===== src/rtl/sha_pkg.sv =====
// Package for the SHA-256 message hasher: round constants, initial hash
// values, sequencer state type and round helper functions. No dependencies.
package sha_pkg;

	localparam int unsigned BlockBytes = 64;
	localparam int unsigned Rounds = 64;
	localparam int unsigned ChainWords = 8;
	localparam logic [7:0] PadByte = 8'h80;

	typedef enum logic [2:0] {
		ST_IDLE,
		ST_PAD,
		ST_LOAD,
		ST_ROUND,
		ST_ADD,
		ST_OUT
	} seq_state_t;

	function automatic logic [31:0] round_k(input logic [5:0] idx);
		logic [31:0] k;
		case (idx)
			6'd0: k = 32'h428a2f98; 6'd1: k = 32'h71374491; 6'd2: k = 32'hb5c0fbcf;
			6'd3: k = 32'he9b5dba5; 6'd4: k = 32'h3956c25b; 6'd5: k = 32'h59f111f1;
			6'd6: k = 32'h923f82a4; 6'd7: k = 32'hab1c5ed5; 6'd8: k = 32'hd807aa98;
			6'd9: k = 32'h12835b01; 6'd10: k = 32'h243185be; 6'd11: k = 32'h550c7dc3;
			6'd12: k = 32'h72be5d74; 6'd13: k = 32'h80deb1fe; 6'd14: k = 32'h9bdc06a7;
			6'd15: k = 32'hc19bf174; 6'd16: k = 32'he49b69c1; 6'd17: k = 32'hefbe4786;
			6'd18: k = 32'h0fc19dc6; 6'd19: k = 32'h240ca1cc; 6'd20: k = 32'h2de92c6f;
			6'd21: k = 32'h4a7484aa; 6'd22: k = 32'h5cb0a9dc; 6'd23: k = 32'h76f988da;
			6'd24: k = 32'h983e5152; 6'd25: k = 32'ha831c66d; 6'd26: k = 32'hb00327c8;
			6'd27: k = 32'hbf597fc7; 6'd28: k = 32'hc6e00bf3; 6'd29: k = 32'hd5a79147;
			6'd30: k = 32'h06ca6351; 6'd31: k = 32'h14292967; 6'd32: k = 32'h27b70a85;
			6'd33: k = 32'h2e1b2138; 6'd34: k = 32'h4d2c6dfc; 6'd35: k = 32'h53380d13;
			6'd36: k = 32'h650a7354; 6'd37: k = 32'h766a0abb; 6'd38: k = 32'h81c2c92e;
			6'd39: k = 32'h92722c85; 6'd40: k = 32'ha2bfe8a1; 6'd41: k = 32'ha81a664b;
			6'd42: k = 32'hc24b8b70; 6'd43: k = 32'hc76c51a3; 6'd44: k = 32'hd192e819;
			6'd45: k = 32'hd6990624; 6'd46: k = 32'hf40e3585; 6'd47: k = 32'h106aa070;
			6'd48: k = 32'h19a4c116; 6'd49: k = 32'h1e376c08; 6'd50: k = 32'h2748774c;
			6'd51: k = 32'h34b0bcb5; 6'd52: k = 32'h391c0cb3; 6'd53: k = 32'h4ed8aa4a;
			6'd54: k = 32'h5b9cca4f; 6'd55: k = 32'h682e6ff3; 6'd56: k = 32'h748f82ee;
			6'd57: k = 32'h78a5636f; 6'd58: k = 32'h84c87814; 6'd59: k = 32'h8cc70208;
			6'd60: k = 32'h90befffa; 6'd61: k = 32'ha4506ceb; 6'd62: k = 32'hbef9a3f7;
			default: k = 32'hc67178f2;
		endcase
		return k;
	endfunction

	function automatic logic [31:0] init_h(input logic [2:0] idx);
		logic [31:0] h;
		case (idx)
			3'd0: h = 32'h6a09e667;
			3'd1: h = 32'hbb67ae85;
			3'd2: h = 32'h3c6ef372;
			3'd3: h = 32'ha54ff53a;
			3'd4: h = 32'h510e527f;
			3'd5: h = 32'h9b05688c;
			3'd6: h = 32'h1f83d9ab;
			default: h = 32'h5be0cd19;
		endcase
		return h;
	endfunction

	function automatic logic [31:0] rotr(input logic [31:0] x, input int unsigned n);
		return (x >> n) | (x << (32 - n));
	endfunction

endpackage


===== src/rtl/sha_round.sv =====
// One SHA-256 round and one message schedule step, shared over all rounds.
// Uses sha_pkg.
module sha_round (
	input  logic [31:0] v_in [8],
	input  logic [31:0] w_in [16],
	input  logic [5:0]  round_idx,
	output logic [31:0] v_out [8],
	output logic [31:0] w_next
);
	import sha_pkg::*;

	logic [31:0] big1, big0, choose, major, t1, t2, s0, s1;

	always_comb begin
		big1 = rotr(v_in[4], 6) ^ rotr(v_in[4], 11) ^ rotr(v_in[4], 25);
		choose = (v_in[4] & v_in[5]) ^ (~v_in[4] & v_in[6]);
		t1 = v_in[7] + big1 + choose + round_k(round_idx) + w_in[0];
		big0 = rotr(v_in[0], 2) ^ rotr(v_in[0], 13) ^ rotr(v_in[0], 22);
		major = (v_in[0] & v_in[1]) ^ (v_in[0] & v_in[2]) ^ (v_in[1] & v_in[2]);
		t2 = big0 + major;
		v_out[0] = t1 + t2;
		v_out[1] = v_in[0];
		v_out[2] = v_in[1];
		v_out[3] = v_in[2];
		v_out[4] = v_in[3] + t1;
		v_out[5] = v_in[4];
		v_out[6] = v_in[5];
		v_out[7] = v_in[6];
		// schedule word for round+16 from the sliding window
		s0 = rotr(w_in[1], 7) ^ rotr(w_in[1], 18) ^ (w_in[1] >> 3);
		s1 = rotr(w_in[14], 17) ^ rotr(w_in[14], 19) ^ (w_in[14] >> 10);
		w_next = w_in[0] + s0 + w_in[9] + s1;
	end

endmodule


===== src/rtl/sha256_message_hasher.sv =====
// SHA-256 message hasher top level: byte collection, padding sequencer and
// the round loop around sha_round. Uses sha_pkg.
//
// Bytes are taken one per cycle while a block fills. When the 64th byte of a
// block arrives, or a request carries message_end, stall rises while the
// shared round unit works. The 16 schedule words are loaded from the block
// store one byte per cycle behind its registered read; the 64 rounds and the
// chaining add follow, and input stays held off for the whole block. A
// closing request first writes the padding, one byte a cycle from the first
// free position to the end of the block (1 to 64 bytes), and then compresses
// that block. A second final block follows when 56 or more bytes sit in the
// block: padding over all 64 positions, then another compression. When
// the closing byte fills the block, that block is compressed first and then
// a fresh block of padding follows. Finally the eight digest words are
// presented, one per accepted output request, so output stalls lengthen the
// busy time one for one. The block store is a 64 x 8 memory with one write
// and one registered read port.
module sha256_message_hasher (
	input  logic        clk,
	input  logic        arst_n,
	input  logic        in_valid,
	output logic        in_stall,
	input  logic [7:0]  data_byte,
	input  logic        byte_present,
	input  logic        message_end,
	output logic        out_valid,
	input  logic        out_stall,
	output logic [31:0] digest_word,
	output logic [2:0]  word_index,
	output logic        final_word
);
	import sha_pkg::*;

	logic [7:0]  mem [BlockBytes];
	logic [7:0]  rd_q;
	seq_state_t  state_q, state_d;
	logic [5:0]  fill_q;
	logic [63:0] bitlen_q;
	logic [31:0] chain_q [8];
	logic [31:0] v_q [8];
	logic [31:0] w_q [16];
	logic [31:0] v_next [8];
	logic [31:0] w_next;
	logic [6:0]  cnt_q;
	logic        closing_q;
	logic        second_q;
	logic        padded_q;
	logic [2:0]  out_idx_q;

	logic        accept;
	logic [5:0]  pad_pos;
	logic        pad_done;
	logic [5:0]  load_addr;
	logic        we;
	logic [5:0]  waddr;
	logic [7:0]  wdata;

	sha_round u_round (
		.v_in(v_q),
		.w_in(w_q),
		.round_idx(cnt_q[5:0]),
		.v_out(v_next),
		.w_next(w_next)
	);

	assign accept = in_valid && !in_stall;
	assign pad_pos = cnt_q[5:0];

	// padding byte for position pos of the final block(s)
	function automatic logic [7:0] pad_byte(input logic [5:0] pos, input logic [5:0] fill,
			input logic second, input logic [63:0] len);
		logic [7:0] b;
		b = 8'h00;
		if (!second && pos == fill) begin
			b = PadByte;
		end
		if (pos >= 6'd56 && (second || fill < 6'd56)) begin
			b = len[8 * (63 - pos) +: 8];
		end
		return b;
	endfunction

	// ST_PAD sweeps from fill (or 0 for a second block) to 63
	assign pad_done = (pad_pos == 6'd63);

	always_comb begin
		we = 1'b0;
		waddr = fill_q;
		wdata = data_byte;
		if (state_q == ST_IDLE && accept && byte_present) begin
			we = 1'b1;
		end else if (state_q == ST_PAD) begin
			we = 1'b1;
			waddr = pad_pos;
			wdata = pad_byte(pad_pos, fill_q, second_q, bitlen_q);
		end
	end

	// load reads 64 bytes, one per cycle; cnt counts 0..64 since the read is registered
	assign load_addr = cnt_q[5:0];

	always_ff @(posedge clk) begin
		if (we) begin
			mem[waddr] <= wdata;
		end
		rd_q <= mem[load_addr];
	end

	always_comb begin
		state_d = state_q;
		case (state_q)
			ST_IDLE: begin
				if (accept) begin
					if (byte_present && fill_q == 6'd63) begin
						state_d = ST_LOAD;
					end else if (message_end) begin
						state_d = ST_PAD;
					end
				end
			end
			ST_PAD: if (pad_done) state_d = ST_LOAD;
			ST_LOAD: if (cnt_q == 7'd64) state_d = ST_ROUND;
			ST_ROUND: if (cnt_q == 7'(Rounds - 1)) state_d = ST_ADD;
			ST_ADD: begin
				if (!closing_q) begin
					state_d = ST_IDLE;
				end else if (!padded_q || (!second_q && fill_q >= 6'd56)) begin
					state_d = ST_PAD;
				end else begin
					state_d = ST_OUT;
				end
			end
			ST_OUT: if (!out_stall && out_idx_q == 3'd7) state_d = ST_IDLE;
			default: state_d = ST_IDLE;
		endcase
	end

	always_ff @(posedge clk or negedge arst_n) begin
		if (!arst_n) begin
			state_q <= ST_IDLE;
			fill_q <= '0;
			bitlen_q <= '0;
			cnt_q <= '0;
			closing_q <= 1'b0;
			second_q <= 1'b0;
			padded_q <= 1'b0;
			out_idx_q <= '0;
			for (int i = 0; i < ChainWords; i++) chain_q[i] <= init_h(3'(i));
			for (int i = 0; i < ChainWords; i++) v_q[i] <= '0;
			for (int i = 0; i < 16; i++) w_q[i] <= '0;
		end else begin
			state_q <= state_d;
			case (state_q)
				ST_IDLE: begin
					second_q <= 1'b0;
					padded_q <= 1'b0;
					// a full block with end pads a fresh block after compressing
					if (accept && message_end && !(byte_present && fill_q == 6'd63)) begin
						cnt_q <= {1'b0, fill_q + 6'(byte_present)};
					end else begin
						cnt_q <= '0;
					end
					if (accept) begin
						closing_q <= message_end;
						if (byte_present) begin
							bitlen_q <= bitlen_q + 64'd8;
							fill_q <= fill_q + 6'd1;
						end
					end
				end
				ST_PAD: begin
					padded_q <= 1'b1;
					cnt_q <= pad_done ? 7'd0 : cnt_q + 7'd1;
				end
				ST_LOAD: begin
					cnt_q <= (cnt_q == 7'd64) ? 7'd0 : cnt_q + 7'd1;
					// advance the window as each word begins; bytes enter big-endian
					if (cnt_q != 7'd0) begin
						if (cnt_q[1:0] == 2'd1) begin
							for (int i = 0; i < 15; i++) w_q[i] <= w_q[i + 1];
						end
						w_q[15] <= {w_q[15][23:0], rd_q};
					end
					for (int i = 0; i < ChainWords; i++) v_q[i] <= chain_q[i];
				end
				ST_ROUND: begin
					cnt_q <= cnt_q + 7'd1;
					for (int i = 0; i < ChainWords; i++) v_q[i] <= v_next[i];
					for (int i = 0; i < 15; i++) w_q[i] <= w_q[i + 1];
					w_q[15] <= w_next;
				end
				ST_ADD: begin
					// fill is zero when padding follows a full data block
					cnt_q <= '0;
					for (int i = 0; i < ChainWords; i++) chain_q[i] <= chain_q[i] + v_q[i];
					if (closing_q && padded_q && !second_q && fill_q >= 6'd56) begin
						second_q <= 1'b1;
					end
				end
				ST_OUT: begin
					if (!out_stall) begin
						out_idx_q <= out_idx_q + 3'd1;
						if (out_idx_q == 3'd7) begin
							fill_q <= '0;
							bitlen_q <= '0;
							closing_q <= 1'b0;
							for (int i = 0; i < ChainWords; i++) chain_q[i] <= init_h(3'(i));
						end
					end
				end
				default: ;
			endcase
		end
	end

	always_comb begin
		in_stall = (state_q != ST_IDLE);
		out_valid = (state_q == ST_OUT);
		digest_word = chain_q[out_idx_q];
		word_index = out_idx_q;
		final_word = (out_idx_q == 3'd7);
	end

endmodule


===== config.mk =====
export PLATFORM = sky130hd
export DESIGN_NAME = sha256_message_hasher
export DESIGN_NICKNAME = d
export VERILOG_FILES = /design/src/rtl/sha_pkg.sv /design/src/rtl/sha_round.sv /design/src/rtl/sha256_message_hasher.sv
export SDC_FILE = /design/constraint.sdc
export NUM_CORES = 2
export LEC_CHECK = 0
export BUFFER_PORTS_ARGS = -buffer_cell sky130_fd_sc_hd__buf_2
export CAP_MARGIN = 0
export CORE_ASPECT_RATIO = 0.6
export CORE_MARGIN = 2
export CORE_UTILIZATION = 58
export DETAILED_ROUTE_END_ITERATION = 12
export GPL_TIMING_DRIVEN = 0
export PLACE_DENSITY = 0.83
export SYNTH_ARGS = -nofsm -noshare
export SYNTH_HDL_FRONTEND = slang
export SYNTH_SLANG_ARGS = --single-unit

===== constraint.sdc =====
create_clock -name clk -period 10 [get_ports clk]
set_input_delay 2.5 -clock clk [delete_from_list [all_inputs] [get_ports clk]]
set_output_delay 2.5 -clock clk [all_outputs]
set_load 0.05 [all_outputs]

==> results.md <==
- Hold path start: rd_q[0]$_DFF_P_
- Post-Synthesis Cells: around 8,600
- CTS tree: yes
- Final setup fails: 0
- H-tree depth: 4
- Final WL: 375,000 um
- Share of layout cells above drive strength 1: 0.158
- # port buffers: 51
- Critical Path Most Common Cell: fa_1
- Clock transition at the registers of the reported paths: ~70 ps
- Die Ht: 316 um
- Initial antenna violation count: 28
- CTS root buf: clkbuf_16
- Gr ovfl total: 0
- Met1 usage: 0.639
- Status: finished, violations left
- Clk_skew: 64.7 ps
- Hold endpoint: w_q[0]$_DFFE_PN0P_
- EDFF count, synth: 512
- Kind of end point of the critical path: flip-flop
- R2R setup slack: 90 ps
- All-layer global routing usage: 0.446
- Setup TNS: 0 ps
- Routed WL per cell: 33.8 um
- Layout area overhead: 10.9%
- Total die area: approximately 170,000 um2
- Post-CTS Hold Fix Bufs: 0
- Peak per-stage delay on the critical path: 550 ps
- Pin count of the biggest net entering global routing: 161
- Met2 usage: 0.530
- Slew HR: -0.119
- #FFs+latches synth: between 1,500 and 2,000
- Register area share after synthesis: 0.461
- Vias: 77,400
- Post-synthesis simple-gate area fraction: 0.0861
- WP data required: 10,650 ps
- Post-Synth Adder-Cell Area: 0.0943
- Number of distinct library cells after synthesis: 92
- Failing checks: design-rule violations, max-capacitance violations, max-slew violations
- Pre-antenna DRT Iters: 13
- Fin. Hold Viols: 0
- Reg-to-reg endpoint: v_q[254]$_DFFE_PN0P_
- Worst R2R Start: cnt_q[1]$_DFFE_PN0P_
- MaxCap Viol Count: 20
- Starting density of the core: 0.585
- Core ar.: 161,000 um2
- Largest family of logic cells by synthesized area: multiplexers
- GR peak layer: met1
- Slew Limit Fails: 218
- CP startpoint kind: flip-flop
- Worst r2r path cells: 39
- Nets: 9,418
- First DRT Iteration DRCs: 13,600
- CP max stage cell: a221oi_4
- Clock Latency Late Sink: 860 ps
- Drt drc: 1
- Complex-gate fraction of the synthesized area: 0.128
- Post-DRT Antenna Nets: 0
- Global-route wire length before repair: 527,000 um
- Syn Area/Cell: 11.0 um2
- Dpl hpwl: 284,000 um
- Final GP Congestion: 1.12
- Crit path time final: 9910 ps
- Post-synthesis cell area: between 90,000 and 100,000 um2
- Vias in the first global route: 72,400
- Mux cell area share after synthesis: 0.137
- WS Path Type: reg2reg
- Worst hold path class: reg2reg
- Critical path buffers and inverters: 8
- WHS Path Cells: 2
- DR vias/cell: 6.97
- Most common flop cell mapped by yosys: dfrtp_1
- Syn Nets: 9,162
- Highest clock rate: 0.101 GHz
- Worst path top cell family by delay: compound AO/OA/AOI/OAI gates
- Warnings from Yosys: 0
- Post-Synth XOR/XNOR Area: 0.0584
- Clock Path Buffers: 4
- Slew of the pin with the lowest slew margin: roughly 1700 ps
- Grt met3 use: 0.298
- Ports: 52
- Tcrit/Tclk final: 0.991
- Die span in x: around 520 um
- Cts bufs inserted: 162
- Clock sinks: about 1,600
- CP Data Arrival Time: 10,560 ps
- Async SR Flop Fraction: 0.680
- Crit-path max FO: 18
- FP Rows: 114
what timing repair did:
item / 4_1_cts / 5_1_grt
setup buffers: 9 / 19
cloned: 0 / 0
endpoints found under the setup margin: 61 / 26
gates resized for setup: 176 / 133
pin swaps: 14 / 27
flip-flops by register name, indices dropped and copies added, names as in the netlist, 3 cells and up:
signal      flops
bitlen_q       61
rd_q            8
cnt_q           7
fill_q          6
v_q           256
mem           512
state_q         3
word_index      3
chain_q       256
w_q           512
cells in the final DEF, fill, tap and decap left out, types with 39 or more instances in the layout:
master / n
a21o_1: 182
o22ai_1: 39
nand3_1: 129
nor2_1: 511
mux2i_1: 266
clkbuf_1: 356
mux4_2: 215
a31oi_1: 72
clkbuf_2: 48
nand2b_1: 59
and3_1: 69
a21oi_1: 524
nor2b_1: 44
inv_1: 443
o21ai_0: 706
buf_2: 64
o21a_1: 57
ha_1: 386
mux2_2: 479
dfrtp_1: 968
clkbuf_16: 168
o21bai_1: 41
edfxtp_1: 512
nand2_1: 785
dfstp_2: 136
fa_1: 193
nor3_1: 73
xnor2_1: 351
xor2_1: 271
cell type report:
class / count / area, um2
fillers: 12100 / 56700
diodes: 22 / 55.1
flip-flops and latches: 1627 / 43400
well taps: 2146 / 2690
multi-input cells: 6038 / 48300
repair buffers: 104 / 1070
clock buffers: 220 / 4560
inverters: 447 / 1720
clock inverters: 61 / 800
plain buffers: 433 / 1920
worst reg2reg max path, delay by kind of cell, from the launching register on:
family          cells  cell delay, ps
simple gates        7            1400
xor+xnor            2             380
flops               1             420
fa+ha+maj           7            2680
compound gates     15            3490
buf+inv             8            1390
Yosys cell counts, types with 40 or more instances:
cell type | instances | share of area
inv_1 | 444 | 0.018
edfxtp_1 | 512 | 0.16
clkbuf_1 | 390 | 0.016
mux2_2 | 479 | 0.057
fa_1 | 195 | 0.041
ha_1 | 396 | 0.053
nand2b_1 | 64 | 0.0042
nand3_1 | 131 | 0.0070
dfrtp_1 | 971 | 0.26
a31oi_1 | 73 | 0.0048
xor2_1 | 273 | 0.025
o21a_1 | 57 | 0.0045
nor2_1 | 516 | 0.021
o21bai_1 | 42 | 0.0033
a21oi_1 | 536 | 0.028
xnor2_1 | 356 | 0.033
nor3_1 | 76 | 0.0040
buf_1 | 43 | 0.0017
o21ai_0 | 727 | 0.039
a211oi_1 | 40 | 0.0032
mux2i_1 | 266 | 0.028
nor2b_1 | 50 | 0.0033
mux4_2 | 215 | 0.051
nand2_1 | 797 | 0.032
dfstp_2 | 136 | 0.038
and3_1 | 70 | 0.0046
a21o_1 | 182 | 0.014
metal layers:
metal | wire length [um] | share of wire
met1 | 150000 | 0.40
met2 | 133000 | 0.35
met3 | 78300 | 0.21
met4 | 12800 | 0.034
met5 | 1140 | 0.0030
kinds of logic (layout without fill, tap and decap cells):
| logic type | Yosys count | count (layout) |
|---|---|---|
| AOI/OAI and AO/OA | 2002 | 2002 |
| xor gates and xnor gates | 629 | 629 |
| adders and majority gates | 594 | 594 |
| buffers and inverters | 892 | 1265 |
| DFF | 1627 | 1627 |
| muxes | 960 | 960 |
| other | 0 | 22 |
| and+or+nand+nor | 1853 | 1853 |
worst max-delay path by stage:
stage | start | slack, ps | end | cells after the start
global route | cnt_q[2]$_DFFE_PN0P_ | -10 | v_q[254]$_DFFE_PN0P_ | 34
floorplan | cnt_q[1]$_DFFE_PN0P_ | 260 | v_q[253]$_DFFE_PN0P_ | 43
finish | cnt_q[1]$_DFFE_PN0P_ | 90 | v_q[254]$_DFFE_PN0P_ | 39
CTS | cnt_q[2]$_DFFE_PN0P_ | 2 | v_q[254]$_DFFE_PN0P_ | 39
global placement | arst_n | -17930 | bitlen_q[10]$_DFFE_PN0P_ | 1
detailed placement | cnt_q[1]$_DFFE_PN0P_ | -4870 | v_q[253]$_DFFE_PN0P_ | 43
per-stage QoR:
stage / util / cells / setup WS (ps) / hold slack, ps / cell area [um2]
after global routing: 0.648 / 11100 / -13.6 / 503 / 104000
after global placement: 0.603 / 10800 / -17930 / 445 / 97200
final: 0.648 / 11100 / 93.1 / 460 / 105000
after floorplan: - / 8557 / 256 / 431 / 94300
after detailed placement: 0.607 / 10800 / -4870 / 455 / 97900
after CTS: 0.644 / 11100 / 2.04 / 464 / 104000
Power is not shown: default switching activity piles up to over one toggle a cycle in this logic, so the estimate is an artifact.
